File: src/iirdf1_pkg.sv
`default_nettype none

package iirdf1_pkg;

    // Field widths
    localparam int SAMPLE_W  = 16;
    localparam int COEF_W    = 20;
    localparam int PROD_W    = SAMPLE_W + COEF_W;
    localparam int ACC_W     = PROD_W + 4;      // 7 products, plus headroom
    localparam int FRAC_W    = 16;               // Q4.16 coefficients

    // Coefficient register file
    localparam int NUM_REGS  = 7;
    localparam int REG_IDX_W = 3;
    localparam int DEPTH     = 3;
    localparam int TAP_W     = 2;

    // Register indexes
    localparam logic [REG_IDX_W-1:0] REG_FF_COEF_0 = 3'd0;
    localparam logic [REG_IDX_W-1:0] REG_FB_BASE   = 3'd3;   // fb_coef_k sits at 3 + k

    localparam logic signed [COEF_W-1:0] FF_COEF_0_RESET = 20'sd65536;
    localparam logic signed [ACC_W-1:0]  RND_BIAS        = 40'sd32768;

    localparam logic signed [SAMPLE_W-1:0] SAMPLE_MAX = 16'sh7fff;
    localparam logic signed [SAMPLE_W-1:0] SAMPLE_MIN = 16'sh8000;

    typedef logic signed [SAMPLE_W-1:0] t_sample;
    typedef logic signed [COEF_W-1:0]   t_coef;

    // Controller -> datapath
    typedef struct packed {
        logic             load;     // capture new word, start tap 0 product
        logic             mul_en;   // form product of the selected tap
        logic             acc_en;   // add/subtract last product
        logic             sel_fb;   // selected tap is a feedback tap
        logic [TAP_W-1:0] tap;      // tap number, 1..3
        logic             fin;      // round, saturate, shift delay lines
    } t_cmd;

    // Datapath -> controller
    typedef struct packed {
        logic out_free;             // output register can take a result now
    } t_status;

endpackage

`default_nettype wire

File: src/iir_filter_direct_form_one_unit.sv
// Direct-form-I IIR filter, one shared 20x16 multiplier and a 40-bit accumulator.
// Sequence: tap 0 multiplies on the accept cycle, then come the remaining feed-forward taps,
//   the feedback taps, a drain step and a finish step that waits while the output register is full.
// A new word is accepted on the finish cycle of the previous one, as its result is registered.
// Reset (synchronous, active low): ff_coef_0 = 1.0, other coefficients 0, delay lines zero.
`default_nettype none

module iir_filter_direct_form_one_unit #(
    parameter int FF_TAPS = 4,
    parameter int FB_TAPS = 4
) (
    input  logic                                   i_clk,
    input  logic                                   i_rst_n,
    // configuration
    input  logic                                   i_cfg_wr_en,
    input  logic [iirdf1_pkg::REG_IDX_W-1:0]       i_cfg_index,
    input  logic [iirdf1_pkg::COEF_W-1:0]          i_cfg_data,
    // input words
    input  logic                                   i_in_valid,
    output logic                                   o_in_ready,
    input  logic signed [iirdf1_pkg::SAMPLE_W-1:0] i_sample_in,
    // output words
    output logic                                   o_out_valid,
    input  logic                                   i_out_ready,
    output logic signed [iirdf1_pkg::SAMPLE_W-1:0] o_sample_out,
    output logic                                   o_clipped
);
    import iirdf1_pkg::*;

    t_cmd    cmd;
    t_status status;

    // Controller walks the taps: tap 0 multiplies on the accept cycle, then
    // feed-forward taps 1..FF_TAPS-1 and feedback taps 1..FB_TAPS-1, one per cycle.
    iirdf1_ctrl #(
        .FF_TAPS (FF_TAPS),
        .FB_TAPS (FB_TAPS)
    ) u_ctrl (
        .i_clk      (i_clk),
        .i_rst_n    (i_rst_n),
        .i_in_valid (i_in_valid),
        .o_in_ready (o_in_ready),
        .i_status   (status),
        .o_cmd      (cmd)
    );

    // Datapath: coefficient registers, delay lines, registered product,
    // accumulator, round/saturate and the output register.
    iirdf1_dp u_dp (
        .i_clk        (i_clk),
        .i_rst_n      (i_rst_n),
        .i_cfg_wr_en  (i_cfg_wr_en),
        .i_cfg_index  (i_cfg_index),
        .i_cfg_data   (i_cfg_data),
        .i_sample_in  (i_sample_in),
        .i_cmd        (cmd),
        .o_status     (status),
        .o_out_valid  (o_out_valid),
        .i_out_ready  (i_out_ready),
        .o_sample_out (o_sample_out),
        .o_clipped    (o_clipped)
    );

endmodule

`default_nettype wire

File: src/iirdf1_ctrl.sv
`default_nettype none

module iirdf1_ctrl #(
    parameter int FF_TAPS = 4,
    parameter int FB_TAPS = 4
) (
    input  logic                 i_clk,
    input  logic                 i_rst_n,
    input  logic                 i_in_valid,
    output logic                 o_in_ready,
    input  iirdf1_pkg::t_status  i_status,
    output iirdf1_pkg::t_cmd     o_cmd
);
    import iirdf1_pkg::*;

    localparam int NUM_STEPS = FF_TAPS + FB_TAPS - 1;
    localparam int STEP_W    = $clog2(NUM_STEPS + 1);
    localparam logic [STEP_W-1:0] LAST_STEP = STEP_W'(NUM_STEPS - 1);
    localparam logic [STEP_W-1:0] FF_END    = STEP_W'(FF_TAPS);

    localparam logic [1:0] ST_IDLE  = 2'd0;
    localparam logic [1:0] ST_MUL   = 2'd1;
    localparam logic [1:0] ST_DRAIN = 2'd2;
    localparam logic [1:0] ST_FIN   = 2'd3;

    logic [1:0]        r_state, n_state;
    logic [STEP_W-1:0] r_step,  n_step;
    logic              accept;
    logic [1:0]        start_state;

    // with a single tap there is nothing to multiply after tap 0
    assign start_state = (NUM_STEPS > 1) ? ST_MUL : ST_DRAIN;

    assign o_in_ready = (r_state == ST_IDLE) ||
                        ((r_state == ST_FIN) && i_status.out_free);
    assign accept     = i_in_valid && o_in_ready;

    always_comb begin
        n_state = r_state;
        n_step  = r_step;
        o_cmd   = '0;
        o_cmd.load = accept;
        unique case (r_state)
            ST_IDLE: begin
                if (accept) begin
                    n_state = start_state;
                    n_step  = STEP_W'(1);
                end
            end
            ST_MUL: begin
                o_cmd.mul_en = 1'b1;
                o_cmd.acc_en = 1'b1;
                if (r_step < FF_END) begin
                    o_cmd.sel_fb = 1'b0;
                    o_cmd.tap    = TAP_W'(r_step);
                end else begin
                    o_cmd.sel_fb = 1'b1;
                    o_cmd.tap    = TAP_W'(r_step + STEP_W'(1) - FF_END);
                end
                if (r_step == LAST_STEP) begin
                    n_state = ST_DRAIN;
                end else begin
                    n_step = r_step + STEP_W'(1);
                end
            end
            ST_DRAIN: begin
                o_cmd.acc_en = 1'b1;
                n_state      = ST_FIN;
            end
            ST_FIN: begin
                if (i_status.out_free) begin
                    o_cmd.fin = 1'b1;
                    if (accept) begin
                        n_state = start_state;
                        n_step  = STEP_W'(1);
                    end else begin
                        n_state = ST_IDLE;
                    end
                end
            end
            default: n_state = ST_IDLE;
        endcase
    end

    always_ff @(posedge i_clk) begin
        if (!i_rst_n) begin
            r_state <= ST_IDLE;
            r_step  <= '0;
        end else begin
            r_state <= n_state;
            r_step  <= n_step;
        end
    end

    a_accept_starts: assert property (@(posedge i_clk) disable iff (!i_rst_n)
        accept |=> (r_state == ST_MUL || r_state == ST_DRAIN))
        else $error("accepted word did not start the tap sequence");

    a_step_range: assert property (@(posedge i_clk) disable iff (!i_rst_n)
        (r_state == ST_MUL) |-> (r_step != '0 && r_step <= LAST_STEP))
        else $error("tap step out of range");

    a_drain_to_fin: assert property (@(posedge i_clk) disable iff (!i_rst_n)
        (r_state == ST_DRAIN) |=> (r_state == ST_FIN))
        else $error("drain did not lead to finish");

endmodule

`default_nettype wire

File: src/iirdf1_dp.sv
`default_nettype none

module iirdf1_dp (
    input  logic                                  i_clk,
    input  logic                                  i_rst_n,
    input  logic                                  i_cfg_wr_en,
    input  logic [iirdf1_pkg::REG_IDX_W-1:0]      i_cfg_index,
    input  logic [iirdf1_pkg::COEF_W-1:0]         i_cfg_data,
    input  logic signed [iirdf1_pkg::SAMPLE_W-1:0] i_sample_in,
    input  iirdf1_pkg::t_cmd                      i_cmd,
    output iirdf1_pkg::t_status                   o_status,
    output logic                                  o_out_valid,
    input  logic                                  i_out_ready,
    output logic signed [iirdf1_pkg::SAMPLE_W-1:0] o_sample_out,
    output logic                                  o_clipped
);
    import iirdf1_pkg::*;

    localparam int RND_W = ACC_W - FRAC_W;

    t_coef   r_coef     [NUM_REGS];
    t_sample r_past_in  [DEPTH];
    t_sample r_past_out [DEPTH];
    t_sample r_x;

    logic signed [PROD_W-1:0] r_prod;
    logic                     r_sub;
    logic signed [ACC_W-1:0]  r_acc;

    logic    r_out_valid;
    t_sample r_sample_out;
    logic    r_clipped;

    logic [REG_IDX_W-1:0]    coef_idx;
    t_coef                   coef_sel;
    t_sample                 samp_sel;
    t_coef                   mul_a;
    t_sample                 mul_b;
    logic signed [ACC_W-1:0] prod_ext;
    logic signed [ACC_W-1:0] rnd_sum;
    logic [RND_W-1:0]        rnd;
    logic [RND_W-SAMPLE_W:0] rnd_top;
    logic                    ovf;
    t_sample                 sat_val;

    // tap operand select
    assign coef_idx = (i_cmd.sel_fb ? REG_FB_BASE : REG_FF_COEF_0) +
                      REG_IDX_W'(i_cmd.tap);
    assign coef_sel = r_coef[coef_idx];

    always_comb begin
        case (i_cmd.tap)
            2'd1:    samp_sel = i_cmd.sel_fb ? r_past_out[0] : r_past_in[0];
            2'd2:    samp_sel = i_cmd.sel_fb ? r_past_out[1] : r_past_in[1];
            2'd3:    samp_sel = i_cmd.sel_fb ? r_past_out[2] : r_past_in[2];
            default: samp_sel = r_x;
        endcase
    end

    // tap 0 is taken straight from the port on the accept cycle
    assign mul_a = i_cmd.load ? r_coef[REG_FF_COEF_0] : coef_sel;
    assign mul_b = i_cmd.load ? i_sample_in           : samp_sel;

    assign prod_ext = {{(ACC_W-PROD_W){r_prod[PROD_W-1]}}, r_prod};

    // round half up, then saturate
    assign rnd_sum = r_acc + RND_BIAS;
    assign rnd     = rnd_sum[ACC_W-1:FRAC_W];
    assign rnd_top = rnd[RND_W-1:SAMPLE_W-1];
    assign ovf     = !((&rnd_top) || !(|rnd_top));
    assign sat_val = ovf ? (rnd[RND_W-1] ? SAMPLE_MIN : SAMPLE_MAX)
                         : t_sample'(rnd[SAMPLE_W-1:0]);

    assign o_status.out_free = !r_out_valid || i_out_ready;

    // coefficient registers
    always_ff @(posedge i_clk) begin
        if (!i_rst_n) begin
            for (int i = 0; i < NUM_REGS; i++) begin
                r_coef[i] <= (i == int'(REG_FF_COEF_0)) ? FF_COEF_0_RESET : '0;
            end
        end else if (i_cfg_wr_en && (i_cfg_index < REG_IDX_W'(NUM_REGS))) begin
            r_coef[i_cfg_index] <= t_coef'(i_cfg_data);
        end
    end

    // delay lines
    always_ff @(posedge i_clk) begin
        if (!i_rst_n) begin
            for (int i = 0; i < DEPTH; i++) begin
                r_past_in[i]  <= '0;
                r_past_out[i] <= '0;
            end
        end else if (i_cmd.fin) begin
            for (int i = DEPTH - 1; i > 0; i--) begin
                r_past_in[i]  <= r_past_in[i-1];
                r_past_out[i] <= r_past_out[i-1];
            end
            r_past_in[0]  <= r_x;
            r_past_out[0] <= sat_val;
        end
    end

    // multiply-accumulate
    always_ff @(posedge i_clk) begin
        if (i_cmd.load) begin
            r_x <= i_sample_in;
        end
        if (i_cmd.load || i_cmd.mul_en) begin
            r_prod <= mul_a * mul_b;
            r_sub  <= i_cmd.load ? 1'b0 : i_cmd.sel_fb;
        end
        if (i_cmd.load) begin
            r_acc <= '0;
        end else if (i_cmd.acc_en) begin
            r_acc <= r_sub ? (r_acc - prod_ext) : (r_acc + prod_ext);
        end
    end

    // output register
    always_ff @(posedge i_clk) begin
        if (!i_rst_n) begin
            r_out_valid <= 1'b0;
        end else if (i_cmd.fin) begin
            r_out_valid <= 1'b1;
        end else if (i_out_ready) begin
            r_out_valid <= 1'b0;
        end
    end

    always_ff @(posedge i_clk) begin
        if (i_cmd.fin) begin
            r_sample_out <= sat_val;
            r_clipped    <= ovf;
        end
    end

    assign o_out_valid  = r_out_valid;
    assign o_sample_out = r_sample_out;
    assign o_clipped    = r_clipped;

endmodule

`default_nettype wire
File: config.mk
export PLATFORM = sky130hd
export DESIGN_NAME = iir_filter_direct_form_one_unit
export DESIGN_NICKNAME = d
export VERILOG_FILES = /design/src/iirdf1_pkg.sv /design/src/iir_filter_direct_form_one_unit.sv /design/src/iirdf1_ctrl.sv /design/src/iirdf1_dp.sv
export SDC_FILE = /design/constraint.sdc
export NUM_CORES = 2
export LEC_CHECK = 0
export ABC_CLOCK_PERIOD_IN_PS = 12500
export BUFFER_PORTS_ARGS = -buffer_cell sky130_fd_sc_hd__buf_2
export CAP_MARGIN = 20
export CORE_MARGIN = 4
export CORE_UTILIZATION = 40
export DETAILED_ROUTE_END_ITERATION = 8
export PLACE_DENSITY_LB_ADDON = 0.3
export SETUP_SLACK_MARGIN = 0.02
export SLEW_MARGIN = 30
export SYNTH_ARGS = -nofsm -noshare
export SYNTH_HDL_FRONTEND = slang
export SYNTH_SLANG_ARGS = --single-unit
File: constraint.sdc
create_clock -name i_clk -period 12.5 [get_ports i_clk]
set_input_delay 1.25 -clock i_clk [delete_from_list [all_inputs] [get_ports i_clk]]
set_output_delay 1.25 -clock i_clk [all_outputs]
set_load 0.02 [all_outputs]
Word-level counts from Yosys, hierarchy flattened
Memory sizes are Yosys's and may differ from the RTL's.
Index checks and enable logic that the tools add are counted.
{ "word_totals": {"reg_bits": 116, "ramBits": 236, "inputBits": 44, "out_inout_bits": 19, "elab_cells": 100, "mem_count": 3} }
{ "classes": {"addsub": 6, "n_mul": 1, "order_cmp": 2, "eq_ne": 11, "muxes": 43, "bitwise": 6, "reduce_logical": 19} }
{ "memory_table": {"columns": ["memory", "words", "word_bits", "rd", "rd_clocked_by_memory_dff", "write_ports", "line", "text"], "rows": [
  ["u_dp.r_coef", 7, 20, 2, 0, 7, "iirdf1_dp.sv:21", "t_coef r_coef [NUM_REGS];"],
  ["u_dp.r_past_in", 3, 16, 3, 0, 3, "iirdf1_dp.sv:22", "t_sample r_past_in [DEPTH];"],
  ["u_dp.r_past_out", 3, 16, 3, 0, 3, "iirdf1_dp.sv:23", "t_sample r_past_out [DEPTH];"]
]} }
{ "op_table": {"columns": ["cell", "n"], "rows": [
  ["16-bit 2-to-1 mux", 12],
  ["16-bit case mux with 3 select lines", 1],
  ["40-bit by 17-bit adder with 40-bit output, second input constant", 1],
  ["40-bit by 36-bit adder with 40-bit output", 1],
  ["20-bit 2-to-1 mux", 2],
  ["40-bit 2-to-1 mux", 1],
  ["40-bit by 36-bit subtractor with 40-bit output", 1],
  ["20-bit by 16-bit multiplier with 36-bit output", 1],
  ["20-bit OR reduction", 1],
  ["3-bit 2-to-1 mux", 6],
  ["1-bit 2-to-1 mux", 15],
  ["3-bit case mux with 3 select lines", 1],
  ["9-bit AND reduction", 1],
  ["9-bit OR reduction", 1],
  ["2-bit == test, second input constant", 4],
  ["2-bit 2-to-1 mux", 4],
  ["2-bit case mux with 4 select lines", 1],
  ["3-bit less-than comparator, second input constant", 2],
  ["2-bit by 1-bit != test with 1-bit output, second input constant", 3],
  ["1-bit OR", 6],
  ["3-bit AND reduction", 2],
  ["2-bit by 1-bit == test with 1-bit output, second input constant", 2],
  ["1-bit logical OR", 4],
  ["3-bit by 1-bit adder with 3-bit output, second input constant", 1],
  ["other kinds (10)", 14]
]} }

Depth between registers and ports, before layout
An unclocked memory read counts as a cell.
{ "logic_depth": {"ltp_word": 9, "mapped_depth": 37, "mapped_depth_nobuf": 33} }

Hierarchy
A second synthesis with hierarchy kept.
{ "hier_totals": {"hier_cells": 3078, "area_unflattened_um2": 31046.0} }
{ "modules_own_cells": {"columns": ["mod", "instances", "cells_each", "area_each_um2", "seq_area_each_um2"], "rows": [
  ["iirdf1_dp", 1, 3019, 30519.3, 10410.0],
  ["iirdf1_ctrl", 1, 59, 526.8, 100.1]
]} }

Least setup slack after synthesis
No wires, ideal clock.
{ "synth_path": {"kind": "register -> register", "start": "register u_ctrl.r_step[2]", "end": "register u_dp.r_prod[28] (data pin)", "setup_time_ns": 0.263, "arrival_time_ns": 9.632, "required_time_ns": 12.237, "setup_slack_ns": 2.605, "stages_incl_launch_ff": 36, "path_buffers": 5, "period_less_slack_ns": 9.895, "path_cell_list": "dfxtp_1 clkbuf_1 xor2_1 nand2_1 inv_1 clkbuf_1 ha_1 inv_1 fa_1 clkbuf_1 clkbuf_1 clkbuf_1 mux4_2 mux2_2 mux2i_1 nor2_1 fa_1 inv_1 fa_1 fa_1 fa_1 inv_1 fa_1 inv_1 fa_1 inv_1 ha_1 nand4_1 or4_1 and3b_1 o31a_1 a21oi_1 a21oi_1 a21o_1 a21oi_1 xnor2_1"} }
{ "synth_between": {"elab_chain_len": 8, "elab_cells_between_ends": 16, "classes_between": "1 x add/sub; 1 x mul; 1 x order compare; 3 x eq/ne; 9 x mux; 1 x memory"} }
{ "synth_rtl": {"columns": ["item", "line", "text"], "rows": [
  ["from (decl)", "iirdf1_ctrl.sv:27", "logic [STEP_W-1:0] r_step, n_step;"],
  ["from (signal assigned)", "iirdf1_ctrl.sv:91", "r_step <= n_step;"],
  ["3-bit less-than comparator (*)", "iirdf1_ctrl.sv:53", "if (r_step < FF_END) begin"],
  ["3-bit 2-to-1 mux (*)", "iirdf1_ctrl.sv:53", null],
  ["3-bit 2-to-1 mux (*)", "iirdf1_ctrl.sv:43", "unique case (r_state)"],
  ["2-bit 2-to-1 mux", "iirdf1_dp.sv:47", "assign coef_idx = (i_cmd.sel_fb ? REG_FB_BASE : REG_FF_COEF_0) +"],
  ["3-bit by 2-bit adder with 3-bit output", "iirdf1_dp.sv:47", null],
  ["memory read 7 x 20 bit", null, null],
  ["20-bit 2-to-1 mux", "iirdf1_dp.sv:61", "assign mul_a = i_cmd.load ? r_coef[REG_FF_COEF_0] : coef_sel;"],
  ["20-bit by 16-bit multiplier with 36-bit output (*)", "iirdf1_dp.sv:110", "r_prod <= mul_a * mul_b;"],
  ["to (signal assigned)", "iirdf1_dp.sv:110", null],
  ["to (decl)", "iirdf1_dp.sv:26", "logic signed [PROD_W-1:0] r_prod;"]
]} }
Every way passes the cells marked *; elsewhere a longest branch is shown, timed or not.
A chain may end at the register's enable or synchronous reset.

Worst setup path in the final report
{ "layout_path": {"start": "register u_ctrl.r_state[1]", "end": "register u_dp.r_prod[32] (data pin)"} }
{ "layout_between": {"elab_chain_len": 7, "elab_cells_between_ends": 20, "classes_between": "1 x add/sub; 1 x mul; 5 x eq/ne; 8 x mux; 4 x reduce/logical; 1 x memory"} }
{ "layout_rtl": {"columns": ["item", "line", "text"], "rows": [
  ["from (decl)", "iirdf1_ctrl.sv:26", "logic [1:0] r_state, n_state;"],
  ["from (signal assigned)", "iirdf1_ctrl.sv:90", "r_state <= n_state;"],
  ["2-bit by 1-bit == test with 1-bit output", "iirdf1_ctrl.sv:43", null],
  ["3-bit 2-to-1 mux", "iirdf1_ctrl.sv:43", null],
  ["2-bit 2-to-1 mux", "iirdf1_dp.sv:47", null],
  ["3-bit by 2-bit adder with 3-bit output", "iirdf1_dp.sv:47", null],
  ["memory read 7 x 20 bit", null, null],
  ["20-bit 2-to-1 mux", "iirdf1_dp.sv:61", null],
  ["20-bit by 16-bit multiplier with 36-bit output (*)", "iirdf1_dp.sv:110", null]
]} }
Marked as above.

==> summary.md <==
| Metric | Value |
|---|---|
| Post-Syn Instances | `2995` |
| CTS Buf Count | `43` |
| Mean post-synth cell area | `10.2 sq um` |
| Synth Flop Type | `edfxtp_1` |
| Asr flop ratio synth | `0%` |
| Total wire length | `76900 microns` |
| CTS tree | `yes` |
| Row count | `between 100 and 150` |
| Status | `finished clean` |
| Clock transition at path regs | `about 0.060 ns` |
| # fillers | `7151` |
| Final HPWL from detailed placement | `between 50000 and 60000 microns` |
| Synth-to-Final Area Change | `10.1%` |
| Worst-margin pin slew | `a little over 0.9 ns` |
| Worst path required time | `between 10 and 15 ns` |
| DIE WIDTH | `285 microns` |
| R2R setup slack | `between 1.5 and 2 ns` |
| Yosys reg bits | `372` |
| Fin crit share | `~86%` |
| Final worst setup slack | `around 1.7 ns` |
| # diodes | `0` |
| Vias | `21383` |
| Setup tns final | `0 ns` |
| Final Hold Vio Count | `0` |
| Sequential element share of the synthesized area | `around a third` |
| Synth cell types | `74` |
| Post-synth EDFFs | `just over 300` |
| Commonest cells post-synth | `inv_1, nor2_1, fa_1, edfxtp_1, nand2_1` |
| Htree depth | `2` |
| Yosys top cell by area | `edfxtp_1` |
| Post-CTS Setup Bufs | `0` |
| Fin Hold WS | `about 0.47 ns` |
| Hold WC Path Type | `reg2reg` |
| Final slew viol count | `0` |
| Routed WL per cell | `between 15 and 20 microns` |
| Relative slew slack | `36.3%` |
| Vias per cell | `5.20` |
| Port bufs | `62` |
| Worst skew pair latency | `around 0.57 ns` |
| Die Area | `~0.081 sq mm` |
| Setup WS pre-CTS | `around 1.7 ns` |
| Max stage delay on crit path | `roughly 1.1 ns` |
| Hold buffer count at cts | `0` |
| CP Launch Type | `flip-flop` |
| Longest Clk Path Bufs | `3` |
| Ratio of cells with drive above 1 in the final layout | `roughly a tenth` |
| Critical path class | `reg2reg` |
| Final period demand of the worst path | `between 10 and 15 ns` |
| Die height | `between 200 and 300 microns` |
| Number of remaining DRC errors | `0` |
| Grt total ovfl | `0` |
| GPL Wtd Cong | `0.915` |
| Final Setup Violations | `0` |
| Sink Count | `about 370` |
| CTS root buf | `clkbuf_16` |
| Clock skew | `~0.015 ns` |
| Ranking of synthesized cells by area | `edfxtp_1, fa_1, ha_1, inv_1, dfxtp_1` |
| Placeable Area | `~0.076 sq mm` |
| First-pass GRT wire length | `about 120000 microns` |
| Final ANT Viol Nets | `0` |
| All-Layer GR Usage | `19.3%` |
| Initial DRT Pass Iterations | `5` |
| CP max stage cell | `fa_2` |
| Unrepaired setup endpoints after global routing | `no` |
| Pin count of the biggest net entering global routing | `84` |
| Iter 0 DRT Violations | `1462` |
| Peak Freq | `between 90 and 100 MHz` |
| Signal arrival time at the worst endpoint | `roughly 11 ns` |
| Initial antenna violation count | `0` |
| Core Util, Final | `about 44%` |
| Count leader, synth | `inv_1` |
| Max_cap viols | `0` |
| Boundary Pins | `63` |
| Top-area cell type share of the netlist area | `between 20 and 30%` |
| Initial Util | `around 40%` |
| CP endpoint kind | `flip-flop` |
| Post-cts sizing count | `0` |
| Critical path fanouts, max | `24` |
| Vias in the first global route | `22390` |
| Most frequent CP cell | `inv_1` |
| Nets | `roughly 3600` |
| Ys Warns | `0` |
| Synthesized area | `just over 0.03 sq mm` |
## metrics by stage
step | instances | instance area (sq um)
4_1_cts | 4112 | 33800
6_report | 4112 | 33800
5_1_grt | 4112 | 33800
3_3_place_gp | 4032 | 32300
3_5_place_dp | 4032 | 32300
2_1_floorplan | 3014 | 30700
## kinds of logic (layout without fill, tap and decap cells)
kind of cell	after synthesis	count (layout)	share of synthesized area, %
and+or+nand+nor	978	978	14.8
DFF	372	372	34.3
buffers and inverters	527	595	6.48
xor gates and xnor gates	118	118	3.37
other	1	20	0.0122
adders and majority gates	460	460	26.6
muxes	133	133	6.20
AOI/OAI and AO/OA	406	406	8.33
## final timing paths
| check | cells after the start | start | endpoint |
|---|---|---|---|
| worst max-delay path | 31 | u_ctrl.r_state[1] | u_dp.r_prod[32] |
| worst min-delay path | 2 | u_dp.r_acc[11] | u_dp.r_acc[11] |
| worst max register to register | 31 | u_ctrl.r_state[1] | u_dp.r_prod[32] |
| worst min register to register | 2 | u_dp.r_acc[11] | u_dp.r_acc[11] |
## flip-flops by register name (all words and copies together), names as in the netlist
name               count
u_dp.o_clipped         1
u_dp.r_sub             1
u_dp.r_prod           36
u_dp.r_x              16
u_ctrl.r_state         2
u_ctrl.r_step          3
u_dp.o_sample_out     16
u_dp.r_acc            40
u_dp.r_past_out       48
u_dp.r_past_in        48
u_dp.o_out_valid       1
u_dp.r_coef          160
## placed cells by master, fill, tap and decap left out, types with 35 or more instances in the layout
cell type / instances
mux2i_1: 56
a21o_1: 35
xnor2_1: 87
fa_1: 319
mux2_2: 35
and2_1: 131
mux4_2: 42
a21oi_1: 106
buf_4: 45
o21ai_0: 111
clkbuf_16: 45
nand2b_1: 40
ha_1: 138
edfxtp_1: 306
nand3_1: 37
nor2_1: 332
nand2_1: 288
dfxtp_1: 66
buf_2: 62
inv_1: 406
## layer usage
metal  vias to the layer above  GRT usage, %  routed length (microns)
met1                     10699          26.2                    33700
met3                       100          3.03                     4480
met5                         -             0                        0
met4                         0          4.55                     1720
li1                      10038             -                        -
met2                       546          32.6                    37000
## worst max-delay path: cells and delay by family, from the launching register on
family                     cells  cell delay [ns]
adders and majority gates     10             5.01
muxes                          3             1.56
and+or+nand+nor                5             1.50
buffers and inverters          7             0.97
AOI/OAI and AO/OA              5             0.96
DFF                            1             0.33
xor gates and xnor gates       1             0.13
## layout make-up
class	count	area [sq um]	share of cell area, %
inverter	408	1530	4.53
multi-input combinational	2115	18400	54.4
timing repair buffer	107	648	1.92
sequential	372	10500	31.1
tap	1030	1290	3.81
clock inverter	24	205	0.607
clock buffer	56	1240	3.66
Power is not shown: default switching activity piles up to over one toggle a cycle in this logic, so the estimate is an artifact.
